### src/design/sipt_pkg.sv
package sipt_pkg;

    localparam int SLOT_CNT = 256;
    localparam int SLOT_W   = $clog2(SLOT_CNT);
    localparam int T1_W     = 12;
    localparam int T2_W     = 16;
    localparam int IVL_W    = 27;
    localparam int MASK_W   = 10;
    localparam int RETRY_W  = 4;
    localparam int CODE_W   = 10;

    typedef enum logic [2:0] {
        OP_CREATE   = 3'd0,
        OP_REPLY_RX = 3'd1,
        OP_REPLY_TX = 3'd2,
        OP_ACK_RX   = 3'd3,
        OP_REQ_RETX = 3'd4,
        OP_TIMER    = 3'd5
    } t_op;

    typedef enum logic [2:0] {
        ST_CALLING    = 3'd0,
        ST_TRYING     = 3'd1,
        ST_PROCEEDING = 3'd2,
        ST_COMPLETED  = 3'd3,
        ST_CONFIRMED  = 3'd4,
        ST_TERM200    = 3'd5,
        ST_TERMINATED = 3'd6
    } t_txn_state;

    typedef enum logic [3:0] {
        TMR_A = 4'd0,
        TMR_B = 4'd1,
        TMR_D = 4'd2,
        TMR_E = 4'd3,
        TMR_F = 4'd4,
        TMR_G = 4'd5,
        TMR_H = 4'd6,
        TMR_I = 4'd7,
        TMR_J = 4'd8,
        TMR_K = 4'd9
    } t_timer;

    typedef enum logic [1:0] {
        STS_OK         = 2'd0,
        STS_NO_TAG     = 2'd1,
        STS_LATE_REPLY = 2'd2,
        STS_INVALID    = 2'd3
    } t_status;

    typedef enum logic [1:0] {
        FSM_IDLE = 2'b01,
        FSM_EXEC = 2'b10
    } t_fsm;

    typedef struct packed {
        logic final_sent;
        logic invite;
        logic client;
    } t_flags;

    typedef struct packed {
        t_flags     flags;
        t_txn_state state;
    } t_entry;

    typedef enum logic [0:0] {
        REG_T1 = 1'b0,
        REG_T2 = 1'b1
    } t_reg;

    localparam logic [MASK_W-1:0] M_A = MASK_W'(1) << TMR_A;
    localparam logic [MASK_W-1:0] M_B = MASK_W'(1) << TMR_B;
    localparam logic [MASK_W-1:0] M_D = MASK_W'(1) << TMR_D;
    localparam logic [MASK_W-1:0] M_E = MASK_W'(1) << TMR_E;
    localparam logic [MASK_W-1:0] M_F = MASK_W'(1) << TMR_F;
    localparam logic [MASK_W-1:0] M_G = MASK_W'(1) << TMR_G;
    localparam logic [MASK_W-1:0] M_H = MASK_W'(1) << TMR_H;
    localparam logic [MASK_W-1:0] M_I = MASK_W'(1) << TMR_I;
    localparam logic [MASK_W-1:0] M_J = MASK_W'(1) << TMR_J;
    localparam logic [MASK_W-1:0] M_K = MASK_W'(1) << TMR_K;

    localparam logic [T1_W-1:0]    T1_RST    = T1_W'(500);
    localparam logic [T2_W-1:0]    T2_RST    = T2_W'(4000);
    localparam logic [CODE_W-1:0]  CODE_2XX  = CODE_W'(200);
    localparam logic [CODE_W-1:0]  CODE_3XX  = CODE_W'(300);
    localparam logic [RETRY_W-1:0] RETRY_MAX = {RETRY_W{1'b1}};

endpackage

### src/design/sip_transaction_state_table_top.sv
// channel   direction  handshake                     payload
// -------   ---------  ----------------------------  ---------------------------------
// event     in         i_in_valid / o_in_ready       i_op .. i_retry_in
// result    out        o_out_valid / i_out_ready     o_new_state .. o_status
// config    in         psel penable pwrite pready    paddr pwdata prdata (t1, t2)
//
// each event first reads the slot entry from the synchronous entry memory, then
// decodes the event and writes the entry back
// the next event is taken only after the write-back, so accesses never overlap
// reset clears the slot valid bits and loads t1 = 500, t2 = 4000
// a result waiting in the output register holds the decode cycle until taken
module sip_transaction_state_table_top (
    input  logic                         i_clk,
    input  logic                         i_rst_n,

    input  logic                         i_in_valid,
    output logic                         o_in_ready,
    input  logic [2:0]                   i_op,
    input  logic [sipt_pkg::SLOT_W-1:0]  i_slot,
    input  logic [sipt_pkg::CODE_W-1:0]  i_reply_code,
    input  logic                         i_has_to_tag,
    input  logic                         i_invite_flag,
    input  logic                         i_client_role,
    input  logic [3:0]                   i_timer_kind,
    input  logic [sipt_pkg::RETRY_W-1:0] i_retry_in,

    output logic                         o_out_valid,
    input  logic                         i_out_ready,
    output logic [2:0]                   o_new_state,
    output logic                         o_remove_entry,
    output logic                         o_pass_to_ua,
    output logic                         o_send_ack,
    output logic                         o_retransmit,
    output logic [sipt_pkg::MASK_W-1:0]  o_arm_mask,
    output logic [sipt_pkg::MASK_W-1:0]  o_clear_mask,
    output logic [sipt_pkg::RETRY_W-1:0] o_retry_out,
    output logic [sipt_pkg::IVL_W-1:0]   o_retry_interval,
    output logic [1:0]                   o_status,

    input  logic                         psel,
    input  logic                         penable,
    input  logic                         pwrite,
    input  logic [2:0]                   paddr,
    input  logic [31:0]                  pwdata,
    output logic [31:0]                  prdata,
    output logic                         pready
);

    sipt_pkg::t_fsm                 r_fsm;
    logic [sipt_pkg::T1_W-1:0]      r_t1;
    logic [sipt_pkg::T2_W-1:0]      r_t2;
    logic [sipt_pkg::SLOT_CNT-1:0]  r_slot_valid;
    sipt_pkg::t_entry               r_mem [sipt_pkg::SLOT_CNT];
    sipt_pkg::t_entry               r_rd;

    sipt_pkg::t_op                  r_op;
    logic                           r_op_bad;
    logic [sipt_pkg::SLOT_W-1:0]    r_slot;
    logic [sipt_pkg::CODE_W-1:0]    r_code;
    logic                           r_tag;
    logic                           r_inv;
    logic                           r_cli;
    logic [3:0]                     r_kind;
    logic [sipt_pkg::RETRY_W-1:0]   r_rin;

    logic                           r_out_valid;
    sipt_pkg::t_txn_state           r_ns;
    logic                           r_rm;
    logic                           r_pass;
    logic                           r_ack;
    logic                           r_rtx;
    logic [sipt_pkg::MASK_W-1:0]    r_arm;
    logic [sipt_pkg::MASK_W-1:0]    r_clr;
    logic [sipt_pkg::RETRY_W-1:0]   r_rout;
    logic [sipt_pkg::IVL_W-1:0]     r_rint;
    sipt_pkg::t_status              r_sts;

    sipt_pkg::t_txn_state           n_ns;
    logic                           n_rm;
    logic                           n_pass;
    logic                           n_ack;
    logic                           n_rtx;
    logic [sipt_pkg::MASK_W-1:0]    n_arm;
    logic [sipt_pkg::MASK_W-1:0]    n_clr;
    logic [sipt_pkg::RETRY_W-1:0]   n_rout;
    logic [sipt_pkg::IVL_W-1:0]     n_rint;
    sipt_pkg::t_status              n_sts;
    sipt_pkg::t_flags               n_fl;

    logic                           in_accept;
    logic                           cfg_write;
    logic                           exec_go;
    logic                           cur_valid;
    sipt_pkg::t_txn_state           cur;
    sipt_pkg::t_flags               fl;
    logic [sipt_pkg::RETRY_W-1:0]   nxt;
    logic [sipt_pkg::MASK_W-1:0]    kind_bit;
    logic                           mem_we;
    logic                           valid_set;
    logic                           valid_clr;

    function automatic logic [sipt_pkg::IVL_W-1:0] retry_len(
        input logic [sipt_pkg::T1_W-1:0]    t1,
        input logic [sipt_pkg::T2_W-1:0]    t2,
        input logic [sipt_pkg::RETRY_W-1:0] n,
        input logic                         capped
    );
        logic [sipt_pkg::IVL_W-1:0] iv;
        logic [sipt_pkg::IVL_W-1:0] cap;
        iv  = sipt_pkg::IVL_W'(t1) << n;
        cap = sipt_pkg::IVL_W'(t2);
        if (capped && (iv > cap)) begin
            iv = cap;
        end
        return iv;
    endfunction

    assign in_accept  = i_in_valid && o_in_ready;
    assign o_in_ready = (r_fsm == sipt_pkg::FSM_IDLE);
    assign exec_go    = (r_fsm == sipt_pkg::FSM_EXEC) && (!r_out_valid || i_out_ready);

    // configuration port
    assign pready    = 1'b1;
    assign cfg_write = psel && penable && pwrite && pready;

    always_comb begin
        if (sipt_pkg::t_reg'(paddr[2]) == sipt_pkg::REG_T2) begin
            prdata = 32'(r_t2);
        end else begin
            prdata = 32'(r_t1);
        end
    end

    always_ff @(posedge i_clk) begin
        if (!i_rst_n) begin
            r_t1 <= sipt_pkg::T1_RST;
            r_t2 <= sipt_pkg::T2_RST;
        end else if (cfg_write) begin
            unique case (sipt_pkg::t_reg'(paddr[2]))
                sipt_pkg::REG_T1: r_t1 <= pwdata[sipt_pkg::T1_W-1:0];
                sipt_pkg::REG_T2: r_t2 <= pwdata[sipt_pkg::T2_W-1:0];
                default: ;
            endcase
        end
    end

    // sequencer
    always_ff @(posedge i_clk) begin
        if (!i_rst_n) begin
            r_fsm <= sipt_pkg::FSM_IDLE;
        end else begin
            unique case (r_fsm)
                sipt_pkg::FSM_IDLE: begin
                    if (in_accept) begin
                        r_fsm <= sipt_pkg::FSM_EXEC;
                    end
                end
                sipt_pkg::FSM_EXEC: begin
                    if (exec_go) begin
                        r_fsm <= sipt_pkg::FSM_IDLE;
                    end
                end
                default: r_fsm <= sipt_pkg::FSM_IDLE;
            endcase
        end
    end

    // event capture
    always_ff @(posedge i_clk) begin
        if (in_accept) begin
            r_op     <= sipt_pkg::t_op'(i_op);
            r_op_bad <= (i_op > sipt_pkg::OP_TIMER);
            r_slot   <= i_slot;
            r_code   <= i_reply_code;
            r_tag    <= i_has_to_tag;
            r_inv    <= i_invite_flag;
            r_cli    <= i_client_role;
            r_kind   <= i_timer_kind;
            r_rin    <= i_retry_in;
        end
    end

    // entry memory
    always_ff @(posedge i_clk) begin
        if (mem_we) begin
            r_mem[r_slot] <= '{flags: n_fl, state: n_ns};
        end
        if (in_accept) begin
            r_rd <= r_mem[i_slot];
        end
    end

    always_ff @(posedge i_clk) begin
        if (!i_rst_n) begin
            r_slot_valid <= '0;
        end else if (valid_set) begin
            r_slot_valid[r_slot] <= 1'b1;
        end else if (valid_clr) begin
            r_slot_valid[r_slot] <= 1'b0;
        end
    end

    assign cur_valid = r_slot_valid[r_slot];
    assign cur       = cur_valid ? r_rd.state : sipt_pkg::ST_TERMINATED;
    assign fl        = cur_valid ? r_rd.flags : '0;
    assign nxt       = (r_rin < sipt_pkg::RETRY_MAX) ? r_rin + 1'b1 : sipt_pkg::RETRY_MAX;
    assign kind_bit  = sipt_pkg::MASK_W'(1) << r_kind;

    // event decode
    always_comb begin
        n_ns   = cur;
        n_rm   = 1'b0;
        n_pass = 1'b0;
        n_ack  = 1'b0;
        n_rtx  = 1'b0;
        n_arm  = '0;
        n_clr  = '0;
        n_rout = '0;
        n_rint = '0;
        n_sts  = sipt_pkg::STS_OK;
        n_fl   = fl;

        if (r_op_bad) begin
            n_sts = sipt_pkg::STS_INVALID;
        end else if (r_op == sipt_pkg::OP_CREATE) begin
            if (cur_valid) begin
                n_sts = sipt_pkg::STS_INVALID;
            end else begin
                n_fl = '{final_sent: 1'b0, invite: r_inv, client: r_cli};
                if (r_cli && r_inv) begin
                    n_ns  = sipt_pkg::ST_CALLING;
                    n_arm = sipt_pkg::M_A | sipt_pkg::M_B;
                end else if (r_cli) begin
                    n_ns  = sipt_pkg::ST_TRYING;
                    n_arm = sipt_pkg::M_E | sipt_pkg::M_F;
                end else begin
                    n_ns  = sipt_pkg::ST_TRYING;
                end
                if (r_cli) begin
                    n_rint = retry_len(r_t1, r_t2, '0, 1'b0);
                end
            end
        end else if (!cur_valid) begin
            n_sts = sipt_pkg::STS_INVALID;
        end else begin
            unique case (r_op)
                sipt_pkg::OP_REPLY_RX: begin
                    if (!fl.client) begin
                        n_sts = sipt_pkg::STS_INVALID;
                    end else if (r_code < sipt_pkg::CODE_2XX) begin
                        if (cur == sipt_pkg::ST_CALLING || cur == sipt_pkg::ST_TRYING ||
                            cur == sipt_pkg::ST_PROCEEDING) begin
                            if (cur == sipt_pkg::ST_CALLING) begin
                                n_clr = sipt_pkg::M_A;
                            end
                            n_ns   = sipt_pkg::ST_PROCEEDING;
                            n_pass = 1'b1;
                        end
                    end else if (!r_tag) begin
                        n_sts = sipt_pkg::STS_NO_TAG;
                    end else if (fl.invite) begin
                        if (r_code >= sipt_pkg::CODE_3XX) begin
                            if (cur == sipt_pkg::ST_CALLING ||
                                cur == sipt_pkg::ST_PROCEEDING) begin
                                if (cur == sipt_pkg::ST_CALLING) begin
                                    n_clr = sipt_pkg::M_A;
                                end
                                n_ns   = sipt_pkg::ST_COMPLETED;
                                n_ack  = 1'b1;
                                n_arm  = sipt_pkg::M_D;
                                n_pass = 1'b1;
                            end else if (cur == sipt_pkg::ST_COMPLETED) begin
                                n_rtx = 1'b1;
                            end
                        end else if (cur == sipt_pkg::ST_CALLING ||
                                     cur == sipt_pkg::ST_PROCEEDING) begin
                            n_rm   = 1'b1;
                            n_pass = 1'b1;
                        end
                    end else if (cur == sipt_pkg::ST_CALLING || cur == sipt_pkg::ST_TRYING ||
                                 cur == sipt_pkg::ST_PROCEEDING) begin
                        n_ns   = sipt_pkg::ST_COMPLETED;
                        n_arm  = sipt_pkg::M_K;
                        n_pass = 1'b1;
                    end
                end
                sipt_pkg::OP_REPLY_TX: begin
                    if (fl.client) begin
                        n_sts = sipt_pkg::STS_INVALID;
                    end else if (fl.final_sent) begin
                        n_sts = sipt_pkg::STS_LATE_REPLY;
                    end else if (r_code >= sipt_pkg::CODE_3XX) begin
                        n_fl.final_sent = 1'b1;
                        n_ns            = sipt_pkg::ST_COMPLETED;
                        if (fl.invite) begin
                            n_arm  = sipt_pkg::M_G | sipt_pkg::M_H;
                            n_rint = retry_len(r_t1, r_t2, '0, 1'b1);
                        end else begin
                            n_arm = sipt_pkg::M_J;
                        end
                    end else if (r_code >= sipt_pkg::CODE_2XX) begin
                        n_fl.final_sent = 1'b1;
                        if (fl.invite) begin
                            n_ns = sipt_pkg::ST_TERM200;
                        end else begin
                            n_ns  = sipt_pkg::ST_COMPLETED;
                            n_arm = sipt_pkg::M_J;
                        end
                    end else begin
                        n_ns = sipt_pkg::ST_PROCEEDING;
                    end
                end
                sipt_pkg::OP_ACK_RX: begin
                    if (fl.client || !fl.invite) begin
                        n_sts = sipt_pkg::STS_INVALID;
                    end else if (cur == sipt_pkg::ST_COMPLETED) begin
                        n_ns  = sipt_pkg::ST_CONFIRMED;
                        n_clr = sipt_pkg::M_G | sipt_pkg::M_H;
                        n_arm = sipt_pkg::M_I;
                    end else if (cur == sipt_pkg::ST_TERM200) begin
                        n_rm = 1'b1;
                    end else if (cur != sipt_pkg::ST_CONFIRMED) begin
                        n_sts = sipt_pkg::STS_INVALID;
                    end
                end
                sipt_pkg::OP_REQ_RETX: begin
                    if (fl.client) begin
                        n_sts = sipt_pkg::STS_INVALID;
                    end else if (cur == sipt_pkg::ST_PROCEEDING ||
                                 cur == sipt_pkg::ST_COMPLETED ||
                                 cur == sipt_pkg::ST_TERM200) begin
                        n_rtx = 1'b1;
                    end
                end
                sipt_pkg::OP_TIMER: begin
                    case (r_kind) inside
                        sipt_pkg::TMR_A: begin
                            n_rtx  = 1'b1;
                            n_arm  = sipt_pkg::M_A;
                            n_rout = nxt;
                            n_rint = retry_len(r_t1, r_t2, nxt, 1'b0);
                        end
                        sipt_pkg::TMR_E, sipt_pkg::TMR_G: begin
                            n_rtx  = 1'b1;
                            n_arm  = kind_bit;
                            n_rout = nxt;
                            n_rint = retry_len(r_t1, r_t2, nxt, 1'b1);
                        end
                        sipt_pkg::TMR_B, sipt_pkg::TMR_F: begin
                            n_clr = kind_bit;
                            if (cur == sipt_pkg::ST_CALLING) begin
                                n_clr = kind_bit | sipt_pkg::M_A;
                                n_rm  = 1'b1;
                            end else if (cur == sipt_pkg::ST_TRYING ||
                                         cur == sipt_pkg::ST_PROCEEDING) begin
                                n_clr = kind_bit | sipt_pkg::M_E;
                                n_rm  = 1'b1;
                            end
                        end
                        sipt_pkg::TMR_D, sipt_pkg::TMR_H, sipt_pkg::TMR_I,
                        sipt_pkg::TMR_J, sipt_pkg::TMR_K: begin
                            n_clr = kind_bit;
                            n_rm  = 1'b1;
                        end
                        default: n_sts = sipt_pkg::STS_INVALID;
                    endcase
                end
                default: n_sts = sipt_pkg::STS_INVALID;
            endcase
        end

        if (n_sts == sipt_pkg::STS_INVALID) begin
            n_rm   = 1'b0;
            n_pass = 1'b0;
            n_ack  = 1'b0;
            n_rtx  = 1'b0;
            n_arm  = '0;
            n_clr  = '0;
            n_rout = '0;
            n_rint = '0;
            n_ns   = cur;
        end else if (n_sts != sipt_pkg::STS_OK) begin
            n_ns = cur;
        end else if (n_rm) begin
            n_ns = sipt_pkg::ST_TERMINATED;
        end
    end

    assign mem_we    = exec_go && (n_sts == sipt_pkg::STS_OK) && !n_rm;
    assign valid_set = mem_we && !r_op_bad && (r_op == sipt_pkg::OP_CREATE);
    assign valid_clr = exec_go && (n_sts == sipt_pkg::STS_OK) && n_rm;

    // result register
    always_ff @(posedge i_clk) begin
        if (!i_rst_n) begin
            r_out_valid <= 1'b0;
        end else if (exec_go) begin
            r_out_valid <= 1'b1;
        end else if (i_out_ready) begin
            r_out_valid <= 1'b0;
        end
    end

    always_ff @(posedge i_clk) begin
        if (exec_go) begin
            r_ns   <= n_ns;
            r_rm   <= n_rm;
            r_pass <= n_pass;
            r_ack  <= n_ack;
            r_rtx  <= n_rtx;
            r_arm  <= n_arm;
            r_clr  <= n_clr;
            r_rout <= n_rout;
            r_rint <= n_rint;
            r_sts  <= n_sts;
        end
    end

    assign o_out_valid      = r_out_valid;
    assign o_new_state      = r_ns;
    assign o_remove_entry   = r_rm;
    assign o_pass_to_ua     = r_pass;
    assign o_send_ack       = r_ack;
    assign o_retransmit     = r_rtx;
    assign o_arm_mask       = r_arm;
    assign o_clear_mask     = r_clr;
    assign o_retry_out      = r_rout;
    assign o_retry_interval = r_rint;
    assign o_status         = r_sts;

endmodule

### config.mk
export PLATFORM = sky130hd
export DESIGN_NAME = sip_transaction_state_table_top
export DESIGN_NICKNAME = d
export VERILOG_FILES = /design/src/design/sipt_pkg.sv /design/src/design/sip_transaction_state_table_top.sv
export SDC_FILE = /design/constraint.sdc
export NUM_CORES = 2
export LEC_CHECK = 0
export BUFFER_PORTS_ARGS = -buffer_cell sky130_fd_sc_hd__buf_2
export CAP_MARGIN = 20
export CELL_PAD_IN_SITES_DETAIL_PLACEMENT = 0
export CELL_PAD_IN_SITES_GLOBAL_PLACEMENT = 2
export CORE_MARGIN = 2
export CORE_UTILIZATION = 43
export CTS_BUF_LIST = sky130_fd_sc_hd__clkbuf_16
export DETAILED_ROUTE_END_ITERATION = 10
export GPL_TIMING_DRIVEN = 0
export PLACE_DENSITY = 0.78
export SYNTH_ARGS = -nofsm -noshare
export SYNTH_HDL_FRONTEND = slang
export SYNTH_SLANG_ARGS = --single-unit
### constraint.sdc
create_clock -name i_clk -period 14.3 [get_ports i_clk]
set_input_delay 2.86 -clock i_clk [delete_from_list [all_inputs] [get_ports i_clk]]
set_output_delay 2.86 -clock i_clk [all_outputs]
set_load 0.02 [all_outputs]
==> impl_results.md <==
- All-Layer GR Usage: 0.249
- Worst-path cell chain: clkbuf_1 -> buf_1 -> mux2_2 -> buf_2
- Half-perimeter wire length of the detailed placement result: 169,000 microns
- Leading cell types by total area after synthesis: edfxtp_1 61%, mux4_2 16%, dfxtp_1 7.1%
- Worst-Margin Slew: 1.20 ns
- Maximum achievable frequency: 0.140 GHz
- Run status: finished, final reports clean
- Number of placement rows: 158
- Endpoint type of the worst setup path: primary output
- Min Tclk post-route: 7.12 ns
- Biggest cell delay along the critical path: 0.47 ns
- Syn_area_per_cell: 16.4 sq um
- Initial cell density of the core: 0.433
- Clock skew: 0.0568 ns
- Clock-pin transition on the worst setup and hold timing paths: 0.05 ns
- Final setup violation count: 0
- Category of the critical setup timing path: in -> out
- Pwr/cell area: 131 nW/um^2
- Last weighted congestion value of the routability-driven placer: 0.871
- Mean routed wirelength per cell: 29.7 microns
- Hold buffers post-CTS: 0
- Worst reg2reg path startpoint: r_slot[3]
- CTS tree: built
- Worst rel slew slack: 0.198
- Remaining Overflow, GRT: 0
- Slowest cell on crit path: buf_1
- Asr flop ratio synth: 0
- Dominant cell type by area after synthesis: edfxtp_1
- Dominant cell by count in the synthesized netlist: edfxtp_1
- Worst Hold Class: reg -> reg
- Number of clock buffers inserted by TritonCTS: 198
- Global-route wire length before repair: 343,000 microns
- Via-to-Cell Ratio: 5.98
- Number of buffers inserted by port buffering: 129
- Worst voltage drop across the vdd grid: 0.000105 V
- Synth Warn #: 0
- Drt initial violations: 6,144
- Total die area: 190,000 sq um
- Unrepaired setup endpoints after global routing: false
- Worst path required time: 11.44 ns
- Maximum number of pins on one net before global-route repair: 89
- Vias in the first global route: 47,200
- Number of synthesized register bits: 1,920
- Fraction of the yosys area taken by sequential cells: 0.682
- Clock sink count: 1,920
- Cell area after synthesis: 80,400 sq um
- Die height: 436 microns
- Critical path arrival: 4.26 ns
- Initial antenna violation count: 12
- Post-placement setup slack: 6.43 ns
- Synth Instances: 4,913
- Max-slew violation total from the final report: 0
- Die span in x: 436 microns
- Maximum root-to-sink buffer count: 3
- Startpoint of the worst setup timing path: paddr[2]
- Final hold violations: 0
- Family with the most delay on the worst path: buffers and inverters
- Count of flip-flops with a built-in enable after synthesis: 1,633
- Leading register cell type out of synthesis: edfxtp_1
- Number of non-filler instances in the completed layout: 8,029
- Power Total: 12.2 mW
- Critical path peak fanout: 10
- Leakage power summed over all cells: 30.2 nW
- Most used standard cells in the synthesized netlist: 1,633 x edfxtp_1, 557 x mux4_2, 485 x nor2_1
- Max-cap violation count: 0
- Via count: 48,000
- DRC: 0
- Total instance count after detailed placement: 7,645
- Count of buffer and inverter cells on the critical path: 3
- Wire length after detailed routing: 239,000 microns
- Fraction of final layout cells with drive strength greater than 1: 0.221
- First-pass DRT Iterations: 6
- Startpoint type of the worst setup path: primary input
- Post-synthesis to final-layout area growth: 15.3%
- Resized cells post-CTS: 0
- Placeable Area: 186,000 sq um
- Distinct cell type count after synthesis: 74
- Residual antenna-violating net count after detailed routing: 0
- Tcrit/Tclk final: 0.498
- Worst Setup Slack, final: 7.18 ns
- Post-layout net count: 5,480
- Insertion delay to the later sink of the worst-skew pair: 0.86 ns
- Clock Tree Root: clkbuf_16
- I/O pin total: 169
- Post-CTS Setup Bufs: 0
- Share of the synthesized area in the top cell type: 0.610
- Number of H-tree levels: 4
[stage by stage]
stage	utilization	instance area, sq um	setup TNS, ns	hold WS, ns
6_report	0.499	92700	0	0.458
5_1_grt	0.499	92600	0	0.472
4_1_cts	0.498	92500	0	0.459
3_5_place_dp	0.464	86100	0	0.449
3_3_place_gp	0.454	84200	-7867.23	0.441
2_1_floorplan	-	80400	0	0.435
[area by class of cell]
cell class	instances	area, sq um
plain buffers	419	1780
multi-input cells	2552	23800
clock inverters	171	1420
inverters	37	139
flip-flops and latches	1920	54800
fillers	15300	93000
clock buffers	199	4980
repair buffers	247	2600
diodes	4	10.0
well taps	2480	3100
[kinds of logic (layout without fill, tap and decap cells)]
family | after synthesis | after routing | share of synthesized area
AOI/OAI and AO/OA | 496 | 496 | 0.0391
muxes | 759 | 759 | 0.181
buffers and inverters | 456 | 1073 | 0.0236
xor gates and xnor gates | 4 | 4 | 0.000436
and+or+nand+nor | 1245 | 1245 | 0.0689
DFF | 1920 | 1920 | 0.682
other | 2 | 21 | 0.0000934
adders and majority gates | 31 | 31 | 0.00483
[worst reg2reg max path, cell delays in order (launching register included)]
cell,delay (ns)
edfxtp_1,0.59
buf_2,0.34
nor2_1,0.43
clkbuf_1,0.71
a221oi_1,0.22
o21ai_0,0.38
nand3_1,0.19
and3_1,0.30
buf_4,0.18
o21ai_2,0.57
o31a_2,0.43
buf_6,0.22
buf_2,0.36
o22a_4,0.49
buf_16,0.32
buf_16,0.36
buf_16,0.33
[final timing paths]
check | end | slack (ns) | cells after the start
max | prdata[10] | 7.18 | 4
min | register | 0.46 | 2
max reg2reg | r_mem[114][1] | 7.53 | 16
min reg2reg | register | 0.46 | 2
[where the power goes]
| group | internal (mW) | switching, mW | total [mW] |
|---|---|---|---|
| Combinational | 0.321 | 0.601 | 0.922 |
| Clock | 2.82 | 2.24 | 5.06 |
| Sequential | 6.16 | 0.0116 | 6.17 |
[cells in the final DEF (no fill, tap or decap), types with 161 or more instances in the layout]
cell type / synthesis / layout
buf_2: 42 / 179
clkbuf_1: 274 / 267
clkbuf_16: 0 / 199
dfxtp_1: 287 / 287
edfxtp_1: 1633 / 1633
mux2i_1: 185 / 185
mux4_2: 557 / 557
nand2_1: 268 / 268
nand3_1: 169 / 169
nor2_1: 485 / 484
o21ai_0: 162 / 161
[routing by layer]
| metal | up-vias | track usage | wire length [microns] |
|---|---|---|---|
| met5 | - | 0 | 13 |
| met4 | 2 | 0.0800 | 8050 |
| met3 | 359 | 0.0419 | 18500 |
| met2 | 2130 | 0.381 | 110000 |
| met1 | 25200 | 0.363 | 102000 |
| li1 | 20300 | - | - |
Power figures use the tool's default switching activity.
